==> src/sv/agkf_pkg.sv <==
// agkf_pkg: shared types and constants for the angle / gyro-bias kalman filter
// no dependencies
package agkf_pkg;

  localparam int unsigned W = 32;
  localparam int unsigned FRAC = 30;
  localparam logic signed [W-1:0] ONE_Q30 = 32'sd1073741824;
  localparam logic signed [W-1:0] SMAX = 32'sh7fffffff;
  localparam logic signed [W-1:0] SMIN = 32'sh80000000;

  localparam logic [1:0] REG_ANGLE_NOISE = 2'd0;
  localparam logic [1:0] REG_BIAS_NOISE  = 2'd1;
  localparam logic [1:0] REG_MEAS_NOISE  = 2'd2;
  localparam logic [1:0] REG_STEP_TIME   = 2'd3;

  localparam logic [30:0] RST_ANGLE_NOISE = 31'd1073742;
  localparam logic [30:0] RST_BIAS_NOISE  = 31'd3221225;
  localparam logic [30:0] RST_MEAS_NOISE  = 31'd536870912;
  localparam logic [30:0] RST_STEP_TIME   = 31'd5368709;

  // saturate a 34-bit sum to 32 bits
  function automatic logic signed [W-1:0] sat34(input logic signed [W+1:0] v);
    logic signed [W-1:0] r;
    if (v > 34'sh07fffffff) r = SMAX;
    else if (v < -34'sh080000000) r = SMIN;
    else r = v[W-1:0];
    return r;
  endfunction

  // round half up, shift by 30, saturate a 64-bit product
  function automatic logic signed [W-1:0] qround(input logic signed [63:0] p);
    logic signed [63:0] s;
    logic signed [W-1:0] r;
    s = (p + 64'sd536870912) >>> FRAC;
    if (s > 64'sh7fffffff) r = SMAX;
    else if (s < -64'sh80000000) r = SMIN;
    else r = s[W-1:0];
    return r;
  endfunction

  typedef struct packed {
    logic start;
    logic signed [W-1:0] num;
    logic signed [W-1:0] den;
  } div_req_t;

  typedef struct packed {
    logic done;
    logic signed [W-1:0] quo;
  } div_rsp_t;

endpackage

==> src/sv/agkf_div.sv <==
// agkf_div: restoring divider, one quotient bit per cycle, (num*2^30)/den
// truncated toward zero and saturated; zero divisor gives zero
// depends on agkf_pkg
module agkf_div (
  input  logic clk,
  input  logic rst_n,
  input  agkf_pkg::div_req_t req,
  output agkf_pkg::div_rsp_t rsp
);
  logic        busy_r, busy_nxt;
  logic [5:0]  cnt_r, cnt_nxt;
  logic [61:0] num_r, num_nxt;
  logic [62:0] quo_r, quo_nxt;
  logic [32:0] rem_r, rem_nxt;
  logic [31:0] den_r, den_nxt;
  logic        neg_r, neg_nxt, zero_r, zero_nxt, done_r, done_nxt;
  logic [32:0] trial;
  logic [33:0] diff;
  logic signed [63:0] sq;

  always_comb begin
    busy_nxt = busy_r; cnt_nxt = cnt_r; num_nxt = num_r; quo_nxt = quo_r;
    rem_nxt = rem_r; den_nxt = den_r; neg_nxt = neg_r; zero_nxt = zero_r;
    done_nxt = 1'b0;
    trial = {rem_r[31:0], num_r[61]};
    diff = {1'b0, trial} - {2'b00, den_r};
    if (req.start) begin
      busy_nxt = 1'b1;
      cnt_nxt = 6'd0;
      num_nxt = {(req.num[31] ? 32'(-req.num) : req.num), 30'd0};
      den_nxt = req.den[31] ? 32'(-req.den) : req.den;
      neg_nxt = req.num[31] ^ req.den[31];
      zero_nxt = (req.den == '0);
      rem_nxt = '0;
      quo_nxt = '0;
    end else if (busy_r) begin
      if (!diff[33]) begin
        rem_nxt = diff[32:0];
        quo_nxt = {quo_r[61:0], 1'b1};
      end else begin
        rem_nxt = trial;
        quo_nxt = {quo_r[61:0], 1'b0};
      end
      num_nxt = {num_r[60:0], 1'b0};
      cnt_nxt = cnt_r + 6'd1;
      if (cnt_r == 6'd61) begin
        busy_nxt = 1'b0;
        done_nxt = 1'b1;
      end
    end
  end

  always_ff @(posedge clk) begin
    if (!rst_n) begin
      busy_r <= 1'b0; done_r <= 1'b0; cnt_r <= '0;
    end else begin
      busy_r <= busy_nxt; done_r <= done_nxt; cnt_r <= cnt_nxt;
    end
    num_r <= num_nxt; quo_r <= quo_nxt; rem_r <= rem_nxt;
    den_r <= den_nxt; neg_r <= neg_nxt; zero_r <= zero_nxt;
  end

  always_comb begin
    sq = neg_r ? -$signed({1'b0, quo_r}) : $signed({1'b0, quo_r});
    rsp.done = done_r;
    if (zero_r) rsp.quo = '0;
    else if (sq > 64'sh7fffffff) rsp.quo = agkf_pkg::SMAX;
    else if (sq < -64'sh80000000) rsp.quo = agkf_pkg::SMIN;
    else rsp.quo = sq[31:0];
  end
endmodule

==> config.mk <==
export PLATFORM = sky130hd
export DESIGN_NAME = agkf_div
export DESIGN_NICKNAME = d
export VERILOG_FILES = /design/src/sv/agkf_pkg.sv /design/src/sv/agkf_div.sv
export SDC_FILE = /design/constraint.sdc
export NUM_CORES = 1
export LEC_CHECK = 0
export BUFFER_PORTS_ARGS = -buffer_cell sky130_fd_sc_hd__clkbuf_2
export CORE_UTILIZATION = 37
export CTS_CLUSTER_SIZE = 40
export DETAILED_ROUTE_END_ITERATION = 8
export PLACE_DENSITY = 0.57
export SLEW_MARGIN = 0
export SYNTH_ARGS = -nofsm -noshare
export SYNTH_HDL_FRONTEND = slang
export SYNTH_SLANG_ARGS = --single-unit
==> constraint.sdc <==
create_clock -name clk -period 7.3 [get_ports clk]
set_clock_uncertainty 0.15 [all_clocks]
set_input_delay 0.365 -clock clk [delete_from_list [all_inputs] [get_ports clk]]
set_output_delay 0.365 -clock clk [all_outputs]
set_load 0.1 [all_outputs]
Yosys cells after proc, flatten, opt, wreduce, memory -nomap -nowiden
Cells that the tools add are included.
{"block": "word_totals", "reg_bits": 169, "inputBits": 67, "out_inout_bits": 33, "wordCells": 39}
{"block": "classes", "add_sub_neg": 5, "n_lt_le_gt_ge": 2, "eq_ne": 1, "mux": 14, "bitwise": 3, "reduce_logical": 4}
{"cell": "32-bit 2-to-1 mux", "n": 5}
{"cell": "62-bit 2-to-1 mux", "n": 2}
{"cell": "64-bit by 32-bit > comparator with 1-bit output, second input constant", "n": 1}
{"cell": "64-bit by 32-bit < comparator with 1-bit output, second input constant", "n": 1}
{"cell": "64-bit 2-to-1 mux", "n": 1}
{"cell": "32-bit negator", "n": 2}
{"cell": "63-bit negator with 64-bit output", "n": 1}
{"cell": "33-bit by 32-bit subtractor with 34-bit output", "n": 1}
{"cell": "32-bit logical NOT", "n": 1}
{"cell": "31-bit 2-to-1 mux", "n": 1}
{"cell": "6-bit by 1-bit adder with 6-bit output, second input constant", "n": 1}
{"cell": "6-bit equality test, second input constant", "n": 1}
{"cell": "1-bit 2-to-1 mux", "n": 5}
{"cell": "3-bit OR reduction", "n": 1}
{"cell": "1-bit NOT", "n": 2}
{"cell": "2-bit nonzero test", "n": 1}
{"cell": "2-bit OR reduction", "n": 1}
{"cell": "1-bit bitwise XOR", "n": 1}

Longest topological paths before layout
Gate-level depths: netlist (run 1).
{"block": "depth", "word_depth": 6, "mapped_depth": 13, "ltp_nobuf": 12}

Least setup slack after synthesis (run 1)
OpenSTA, ideal clock, no wires.
{"block": "synth_timing", "path_kind": "register to output", "startpoint": "register quo_r[8]", "endpoint": "output rsp[10] (netlist name)", "arrival_time_ns": 4.464, "required_ns": 6.785, "setup_slack_ns": 2.321, "path_stages_with_launch": 12, "n_path_buf": 2, "path_cell_list": "dfxtp_1 or4_4 or4_4 or4_4 buf_6 o21ai_0 xor2_1 or4_1 nor4_1 buf_2 a31oi_1 o21ai_1"}
{"item": "start, declared", "line_no": "agkf_div.sv:13", "source": "logic [62:0] quo_r, quo_nxt;"}
{"item": "start signal, assigned", "line_no": "agkf_div.sv:59", "source": "num_r <= num_nxt; quo_r <= quo_nxt; rem_r <= rem_nxt;"}
{"item": "end, declared", "line_no": "agkf_div.sv:8", "source": "output agkf_pkg::div_rsp_t rsp"}

==> results.yml, run 1 <==
clock_network:
  ctsResizeCount: 0
  clock_latency_ns: 0.44
  cts.path.max_buffers: 2
  post_cts_buffers: 0
  cts_sinks: 169
  htree_levels: 4
  cts_tree: "done"
  cts_hold_buffers: 2
  cts_root_buf: "clkbuf_16"
  numCtsBuffers: 17
  path_clk_slew_ns: 0.07
power_and_ir_drop:
  seqPwrFrac_pct: 38.1
  power_density_mw_per_mm2: 211
  p_sw_share_pct: 37.8
  p_total_mw: 2.84
  p_switching_mw: 1.07
  internal-power_mw: 1.76
  vdd_drop_max_mv: 0.123
  power.share.clock_pct: 31.6
  combPwrFrac_pct: 30.3
  p_leak_nw: 5.30
routing:
  drt_pass1_iterations: 5
  wl_per_cell_um: 15.4
  postRouteAntennaNets: 0
  drc_errors: 0
  wl_mm: 30.0
  viasPerCell: 5.49
  via_count: 10731
  drt_iter0_markers: 838
floorplanning:
  dieWidth_um: 183
  die_y_um: 183
  core_area_mm2: 0.0320
  rows: 65
  ios: 100
  start_util_pct: 38.0
  dieArea_mm2: 0.0336
synth:
  synthSimpleGateAreaFrac_pct: 23.1
  synth.area.mux_share_pct: 5.80
  synth_top_family_by_area: "simple AND/OR/NAND/NOR gates"
  syn_area_mm2: 0.0121
  yosys.area_share.xor_xnor_pct: 9.59
  synth_adder_area_share_pct: 3.98
  synth_compound_area_share_pct: 18.8
  synth_fp_nets: 1585
  ys_ff_latch: 169
  yosys_warnings: 0
  synth.avg_cell_area_um2: 8.21
  synth-main-ff-cell: "dfxtp_1"
  synthCells: 1480
  synthArstFlopShare_pct: 0
  seq_area_frac_synth_pct: 33.3
  ys_types: 71
  synth_edf_count: 66
cells_and_area:
  stdcell_area_mm2: 0.0134
  nets: 1613
  final_common_cell: "nor2_1"
  post-route-util_pct: 42.0
  synthToLayoutAreaGrowth_pct: 10.6
  final_cells: 1956
  final_cell_mix: "nor2_1 (203), nand2_1 (108), dfxtp_1 (102)"
  antennaDiodeCount: 0
  final_layout_size_suffix_gt1_share_pct: 12.0
grt:
  grt_max_degree: 86
  grt.total_usage_pct: 18.2
  grt_pass1_vias: 9888
  overflow: 0
  antenna_found_initial: 0
  grt_first_pass_wirelength_mm: 50.4
timing:
  worst_pin_slew_ns: 1.12
  holdWs_ns: 0.0843
  slew_headroom_pct: 25.4
  finalCritPeriodShare_pct: 79.0
  grt_setup_unrepaired: "false"
  setup-tns-final_ns: 0
  final_hold_viol_count: 0
  report.final.slew_viol_count: 0
  setup_viol: 0
  fin_ws_ns: 1.53
  fin_crit_ns: 5.77
  fmax_mhz: 173
run_status:
  status: "complete, no violations"
placed_design:
  gp_congestion: 0.918
  pre_cts_slack_ns: 2.00
  io_buffers: 99
  place_hpwl_mm: 21.0
  dp.cells: 1922
  postPlaceCellArea_mm2: 0.0128
worst_setup_path:
  critPathArrivalTime_ns: 5.25
  cp-start-kind: "flop"
  endpoint_kind: "output pin"
  cp_max_fo: 31
  timing_worst_setup_path_type: "reg -> out"
  cp.required_ns: 6.78
min_path:
  hold_path.class: "in -> reg"
flow_run:
  drv_cap: 0
## power by group through the flow
| stage | Combinational [mW] | Clock, mW | Sequential (mW) |
|---|---|---|---|
| global placement | 0.854 | 0 | 1.10 |
| finish | 0.861 | 0.896 | 1.08 |
| CTS | 0.861 | 0.924 | 1.08 |
| detailed placement | 0.857 | 0 | 1.10 |
| global route | 0.940 | 0.962 | 1.09 |
| floorplan | 0.696 | 0 | 1.09 |
## area by class of cell
cell class              instances  area, um^2
fillers                      3232       18500
multi-input cells            1153        7450
flip-flops and latches        169        4050
repair buffers                115         627
well taps                     435         544
clock buffers                  17         425
inverters                      52         195
clock inverters                15         144
## worst max-delay path, stage by stage (launching register included)
cell and delay (ns):
dfxtp_1 0.37, or4_4 0.60, or4_4 0.60, or4_1 0.64, or4b_1 0.50, a311oi_1 0.27, nand3_1 0.81, nor2_1 0.32
a31oi_1 0.12, o21ai_1 0.10, clkbuf_2 0.47
## cells by family after synthesis
logic type,count (synthesis)
compound gates,346
xor+xnor,133
fa+ha+maj,38
buf+inv,158
flops,169
mux,70
simple gates,566
## layer usage
metal	GRT usage (%)	part of all wire, %	vias to the layer above	wire [um]
met5	0	0	-	0
met4	4.93	1.3	0	405
met3	2.92	4.9	29	1480
met2	27.9	43	284	12900
met1	26.3	51	4959	15200
li1	-	-	5459	-
## synthesized netlist by cell type, types with 9 or more instances
| master | number | area (um^2) |
|---|---|---|
| a21o_1 | 10 | 75.1 |
| clkbuf_1 | 77 | 289 |
| mux2i_1 | 67 | 671 |
| nor2b_1 | 11 | 68.8 |
| or3_1 | 36 | 225 |
| or2_2 | 18 | 113 |
| xnor2_1 | 56 | 490 |
| o21a_1 | 11 | 82.6 |
| o21ai_1 | 34 | 170 |
| edfxtp_1 | 66 | 1980 |
| nor3_1 | 57 | 285 |
| dfxtp_1 | 103 | 2060 |
| o31ai_1 | 40 | 300 |
| a211oi_1 | 10 | 75.1 |
| buf_1 | 12 | 45.0 |
| nand2_1 | 108 | 405 |
| ha_1 | 37 | 463 |
| and3_1 | 9 | 56.3 |
| o21ai_0 | 53 | 265 |
| a21oi_1 | 64 | 320 |
| or4_1 | 20 | 150 |
| inv_1 | 51 | 191 |
| nor4_1 | 22 | 138 |
| nor2_1 | 203 | 762 |
| a311oi_1 | 29 | 254 |
| a31oi_1 | 41 | 257 |
| nand4_1 | 14 | 87.6 |
| xor2_1 | 77 | 674 |
| o41ai_1 | 15 | 131 |
| nand3_1 | 25 | 125 |
| nand2b_1 | 10 | 62.6 |
## registers in the layout (all words and copies together) (netlist names)
signal and count:
zero_r 1, cnt_r 6, rem_r 32, quo_r 63, done_r 1, den_r 32, busy_r 1, num_r 32
neg_r 1
## path summary, 6_finish.rpt
kind                               start                      to  slack [ns]  cells past startpoint
hold reg to reg   rem_r[31]$_SDFFE_PP0P_  rem_r[31]$_SDFFE_PP0P_        0.35                      2
hold / removal                   req[27]     den_r[27]$_DFFE_PP_        0.08                      2
setup reg to reg      den_r[1]$_DFFE_PP_   rem_r[9]$_SDFFE_PP0P_        3.51                     12
setup / recovery   quo_r[8]$_SDFFE_PP0P_                  rsp[0]        1.53                     10
No activity file was read; power rests on OpenSTA's default activity.
==> run 2: changes to the inputs <==
==> constraint.sdc (replaced) <==
create_clock -name clk -period 5.9 [get_ports clk]
set_clock_uncertainty 0.15 [all_clocks]
set_input_delay 0.295 -clock clk [delete_from_list [all_inputs] [get_ports clk]]
set_output_delay 0.295 -clock clk [all_outputs]
set_load 0.1 [all_outputs]
==> results.yml, run 2 (synthesis gave the netlist of run 1 again) <==
placed_design:
  place_hpwl_mm: 21.4
  dp.cells: 1925
  pre_cts_slack_ns: 0.947
  io_buffers: 99
  gp_congestion: 0.923
worst_setup_path:
  crit_path_top_delay_cell: "or4_4"
  crit_chain: "or4_4 > or3_1 > or4_4 > o41ai_2 > xor2_1 > a2111o_1 > nor4_4 > buf_4 > a31oi_1 > o21ai_1 > clkbuf_2"
  critical_path_buf_inv_count: 2
  cp-start-kind: "flop"
  path_delay_family: "simple AND/OR/NAND/NOR gates"
  endpoint_kind: "output pin"
  cp_max_fo: 31
  critPathArrivalTime_ns: 4.97
  ff2ff_path_depth: 11
  cpPeakStageDelay_ns: 0.72
  path_depth: 11
  worst_path_most_repeated_cell: "or4_4"
  cp.required_ns: 5.45
  timing_worst_setup_path_type: "reg -> out"
clock_network:
  cts_sinks: 169
  cts.path.max_buffers: 2
  htree_levels: 4
  clock_latency_ns: 0.44
  path_clk_slew_ns: 0.07
  numCtsBuffers: 17
  ctsResizeCount: 0
  cts_root_buf: "clkbuf_16"
  cts_tree: "done"
timing:
  worst_pin_slew_ns: 1.27
  finalCritPeriodShare_pct: 91.7
  setup-tns-final_ns: 0
  fin_ws_ns: 0.488
  grt_setup_unrepaired: "false"
  report.final.slew_viol_count: 0
  fmax_mhz: 185
  fin_crit_ns: 5.41
  final_hold_viol_count: 0
  slew_headroom_pct: 15.5
  setup_viol: 0
routing:
  viasPerCell: 5.51
  drc_errors: 0
  wl_mm: 30.2
  drt_pass1_iterations: 5
  wl_per_cell_um: 15.4
  postRouteAntennaNets: 0
  drt_iter0_markers: 772
  via_count: 10797
flow_run:
  drv_cap: 0
grt:
  grt_max_degree: 86
  grt.total_usage_pct: 18.4
  antenna_found_initial: 0
  overflow: 0
  grt_first_pass_wirelength_mm: 50.8
  grt_pass1_vias: 10013
floorplanning:
  start_util_pct: 38.0
  ios: 100
  dieArea_mm2: 0.0336
  dieWidth_um: 183
  rows: 65
  core_area_mm2: 0.0320
  die_y_um: 183
cells_and_area:
  final_layout_size_suffix_gt1_share_pct: 12.1
  post-route-util_pct: 42.2
  synthToLayoutAreaGrowth_pct: 11.1
  top_register: "quo_r"
  final_cell_mix: "nor2_1 (203), nand2_1 (108), dfxtp_1 (102)"
  nets: 1618
  multi_input_area_mm2: 0.00745
  largest_register_ff_count: 63
  fillCellCount: 3223
  final_cells: 1961
  final_common_cell: "nor2_1"
  ff_latch_area_mm2: 0.00405
  antennaDiodeCount: 0
power_and_ir_drop:
  p_leak_nw: 5.32
  power_density_mw_per_mm2: 262
  vdd_drop_max_mv: 0.161
min_path:
  hold_path.class: "in -> reg"
  holdPathStages: 2
run_status:
  status: "complete, no violations"
-- run 2: changes by cell type in the layout (fill, tap and decap cells not counted), moves of 2 or more --
cell	previous run	this run
dlygate4sd3_1	2	4
clkinv_4	4	1
clkinvlp_4	0	2
clkinv_2	0	2
inv_8	6	0
buf_4	14	17
clkbuf_8	0	2
-- run 2: power breakdown --
part	leakage [nW]	internal (mW)	total, mW	switching (mW)
Clock	0.286	0.636	1.14	0.504
Combinational	3.55	0.323	1.06	0.734
Sequential	1.48	1.30	1.34	0.0445
-- run 2: area by class of cell --
type	count	area share (%)
Clock inverter	11	0.797
Timing Repair Buffer	120	4.96
Tap cell	435	4.03
Multi-Input combinational cell	1153	55.2
Sequential cell	169	30.0
Clock buffer	21	3.57
Inverter	52	1.45
-- run 2: per-layer routing --
layer	wire length (um)	up-vias	global-route usage, %	share of wire (%)
li1	-	5458	-	-
met1	15300	5027	26.4	51
met2	13000	277	28.1	43
met3	1390	35	2.90	4.6
met4	453	0	5.40	1.5
met5	0	-	0	0
-- run 2: what timing repair did --
item                                    4_1_cts  5_1_grt
setup buffers                                 0        0
endpoints found under the hold margin         4        0
hold buffers                                  4        0
endpoints found under the setup margin        0        0
-- run 2: per-stage QoR --
step	total power, mW	hold WS [ns]	instance area [um^2]
floorplan	2.20	0.244	12100
detailed placement	2.42	0.335	12900
global placement	2.41	0.322	12900
global route	3.73	0.00890	13500
CTS	3.57	0.000584	13500
finish	3.54	0.0230	13500
-- run 2: final timing paths --
check	startpoint	end	slack [ns]
worst max-delay path	quo_r[27]$_SDFFE_PP0P_	rsp[24]	0.49
worst min register to register	rem_r[31]$_SDFFE_PP0P_	rem_r[31]$_SDFFE_PP0P_	0.34
worst max register to register	den_r[10]$_DFFE_PP_	rem_r[20]$_SDFFE_PP0P_	2.22
worst min-delay path	req[32]	num_r[30]$_SDFFCE_PN0P_	0.02
==> run 3: changes to the inputs <==
--- a/config.mk
+++ b/config.mk
@@ -6,10 +6,12 @@
 export NUM_CORES = 1
 export LEC_CHECK = 0
 export BUFFER_PORTS_ARGS = -buffer_cell sky130_fd_sc_hd__clkbuf_2
+export CORE_MARGIN = 2
 export CORE_UTILIZATION = 37
 export CTS_CLUSTER_SIZE = 40
 export DETAILED_ROUTE_END_ITERATION = 8
 export PLACE_DENSITY = 0.57
+export RECOVER_POWER = 25
 export SLEW_MARGIN = 0
 export SYNTH_ARGS = -nofsm -noshare
 export SYNTH_HDL_FRONTEND = slang
==> results.yml, run 3 (synthesis gave the netlist of run 1 again) <==
grt:
  use_met1_pct: 24.5
  grt-busiest-layer: "met2"
  antenna_found_initial: 0
  use_met2_pct: 28.6
  overflow: 0
  grt_max_degree: 139
  grt_pass1_vias: 9930
  grt_first_pass_wirelength_mm: 49.9
  grt.total_usage_pct: 17.8
  use_met3_pct: 2.97
worst_setup_path:
  critPathArrivalTime_ns: 5.00
  r2r-start: "den_r[1]$_DFFE_PP_"
  ff2ff_path_depth: 12
  worstSetupStartpoint: "quo_r[27]$_SDFFE_PP0P_"
  cpPeakStageDelay_ns: 0.73
  critPathCapture: "rsp[25]"
  cp-start-kind: "flop"
  rrSetupSlack_ns: 2.17
  cp.required_ns: 5.45
  crit_chain: "or4_4 > or3_1 > or4_4 > o41ai_2 > xor2_1 > a2111o_1 > nor4_4 > buf_4 > a31oi_1 > o21ai_1 > clkbuf_2"
  r2r-end: "rem_r[5]$_SDFFE_PP0P_"
  cp_max_fo: 31
  worst_path_most_repeated_cell: "or4_4"
  endpoint_kind: "output pin"
  crit_path_top_delay_cell: "or4_4"
  timing_worst_setup_path_type: "reg -> out"
clock_network:
  cts_tree: "done"
  cts_sinks: 169
  htree_levels: 4
  post_cts_buffers: 0
  cts.path.max_buffers: 2
  clock_latency_ns: 0.43
  numCtsBuffers: 17
  cts_root_buf: "clkbuf_16"
  path_clk_slew_ns: 0.07
  cts_hold_buffers: 2
  ctsResizeCount: 0
timing:
  slew_headroom_pct: -220
  fmax_mhz: 184
  fin_ws_ns: 0.455
  setup_viol: 0
  worst_pin_slew_ns: 4.80
  finalCritPeriodShare_pct: 92.3
  holdWs_ns: 0.0229
  report.final.slew_viol_count: 139
  final_hold_viol_count: 0
  grt_setup_unrepaired: "false"
  fin_crit_ns: 5.44
  setup-tns-final_ns: 0
cells_and_area:
  nets: 1614
  largest_register_ff_count: 63
  final_cell_mix: "nor2_1 (203), nand2_1 (108), dfxtp_1 (102)"
  synthToLayoutAreaGrowth_pct: 10.7
  antennaDiodeCount: 0
  final_common_cell: "nor2_1"
  top_register: "quo_r"
  final_layout_size_suffix_gt1_share_pct: 11.5
routing:
  wl_per_cell_um: 15.3
  wl_mm: 30.1
  via_count: 10680
  postRouteAntennaNets: 0
  drt_pass1_iterations: 6
  drt_iter0_markers: 645
  drc_errors: 0
  viasPerCell: 5.44
power_and_ir_drop:
  p_leak_nw: 5.29
  combPwrFrac_pct: 30.2
  internal-power_mw: 2.25
  p_switching_mw: 1.25
  power_density_mw_per_mm2: 260
  vdd_drop_max_mv: 0.204
  power.share.clock_pct: 31.5
  seqPwrFrac_pct: 38.3
  p_sw_share_pct: 35.6
placed_design:
  gp_congestion: 0.902
  io_buffers: 99
  place_hpwl_mm: 21.3
  pre_cts_slack_ns: 0.963
flow_run:
  drv_cap: 1
run_status:
  violations: "capacitance limit, slew limit"
  status: "finished, violations left"
floorplanning:
  die_y_um: 185
  core_area_mm2: 0.0325
  dieWidth_um: 185
  dieArea_mm2: 0.0343
  rows: 66
  ios: 100
  start_util_pct: 37.4
min_path:
  holdPathStages: 2
  hold_path.class: "in -> reg"
==> run 3: worst max-delay path: cells and delay by family (launching register included) <==
family	cells	cell delay [ns]
and+or+nand+nor	4	2.19
buffers and inverters	2	0.81
xor gates and xnor gates	1	0.13
AOI/OAI and AO/OA	4	1.04
DFF	1	0.37
==> run 3: per-stage QoR <==
stage | util (%) | area, um^2 | instances | total power, mW
2_1_floorplan | - | 12100 | 1480 | 2.20
3_3_place_gp | 39.6 | 12900 | 1930 | 2.41
3_5_place_dp | 39.6 | 12900 | 1930 | 2.42
4_1_cts | 41.5 | 13500 | 1964 | 3.54
5_1_grt | 41.4 | 13500 | 1964 | 3.69
6_report | 41.4 | 13500 | 1964 | 3.50
==> run 3: power groups by stage <==
stage / clock network, mW / logic, mW / registers, mW
3_5_place_dp: 0 / 1.05 / 1.37
2_1_floorplan: 0 / 0.861 / 1.34
6_report: 1.10 / 1.06 / 1.34
5_1_grt: 1.19 / 1.16 / 1.35
4_1_cts: 1.14 / 1.06 / 1.34
3_3_place_gp: 0 / 1.05 / 1.36
==> run 3: layer usage <==
metal,share of wire [%],vias up
met1,49,4953
met2,45,232
met3,4.4,40
met5,0,-
met4,1.9,0
li1,-,5455
==> run 3: how the worst min path moves through the flow <==
stage | startpoint | end | slack (ns)
5_1_grt | req[27] | den_r[27]$_DFFE_PP_ | 0.02
4_1_cts | req[27] | den_r[27]$_DFFE_PP_ | 0.002
3_3_place_gp | cnt_r[5]$_SDFFE_PP0P_ | cnt_r[5]$_SDFFE_PP0P_ | 0.32
3_5_place_dp | rem_r[31]$_SDFFE_PP0P_ | rem_r[31]$_SDFFE_PP0P_ | 0.33
6_report | req[27] | den_r[27]$_DFFE_PP_ | 0.02
2_1_floorplan | req[0] | den_r[0]$_DFFE_PP_ | 0.24
==> run 3: cell type report <==
class,count,area (um^2)
clock inverter,8,85.1
inverter,52,195
tap,442,553
clock buffer,24,493
multi-input combinational,1153,7450
timing repair buffer,116,628
fill,3324,19000
sequential,169,4050
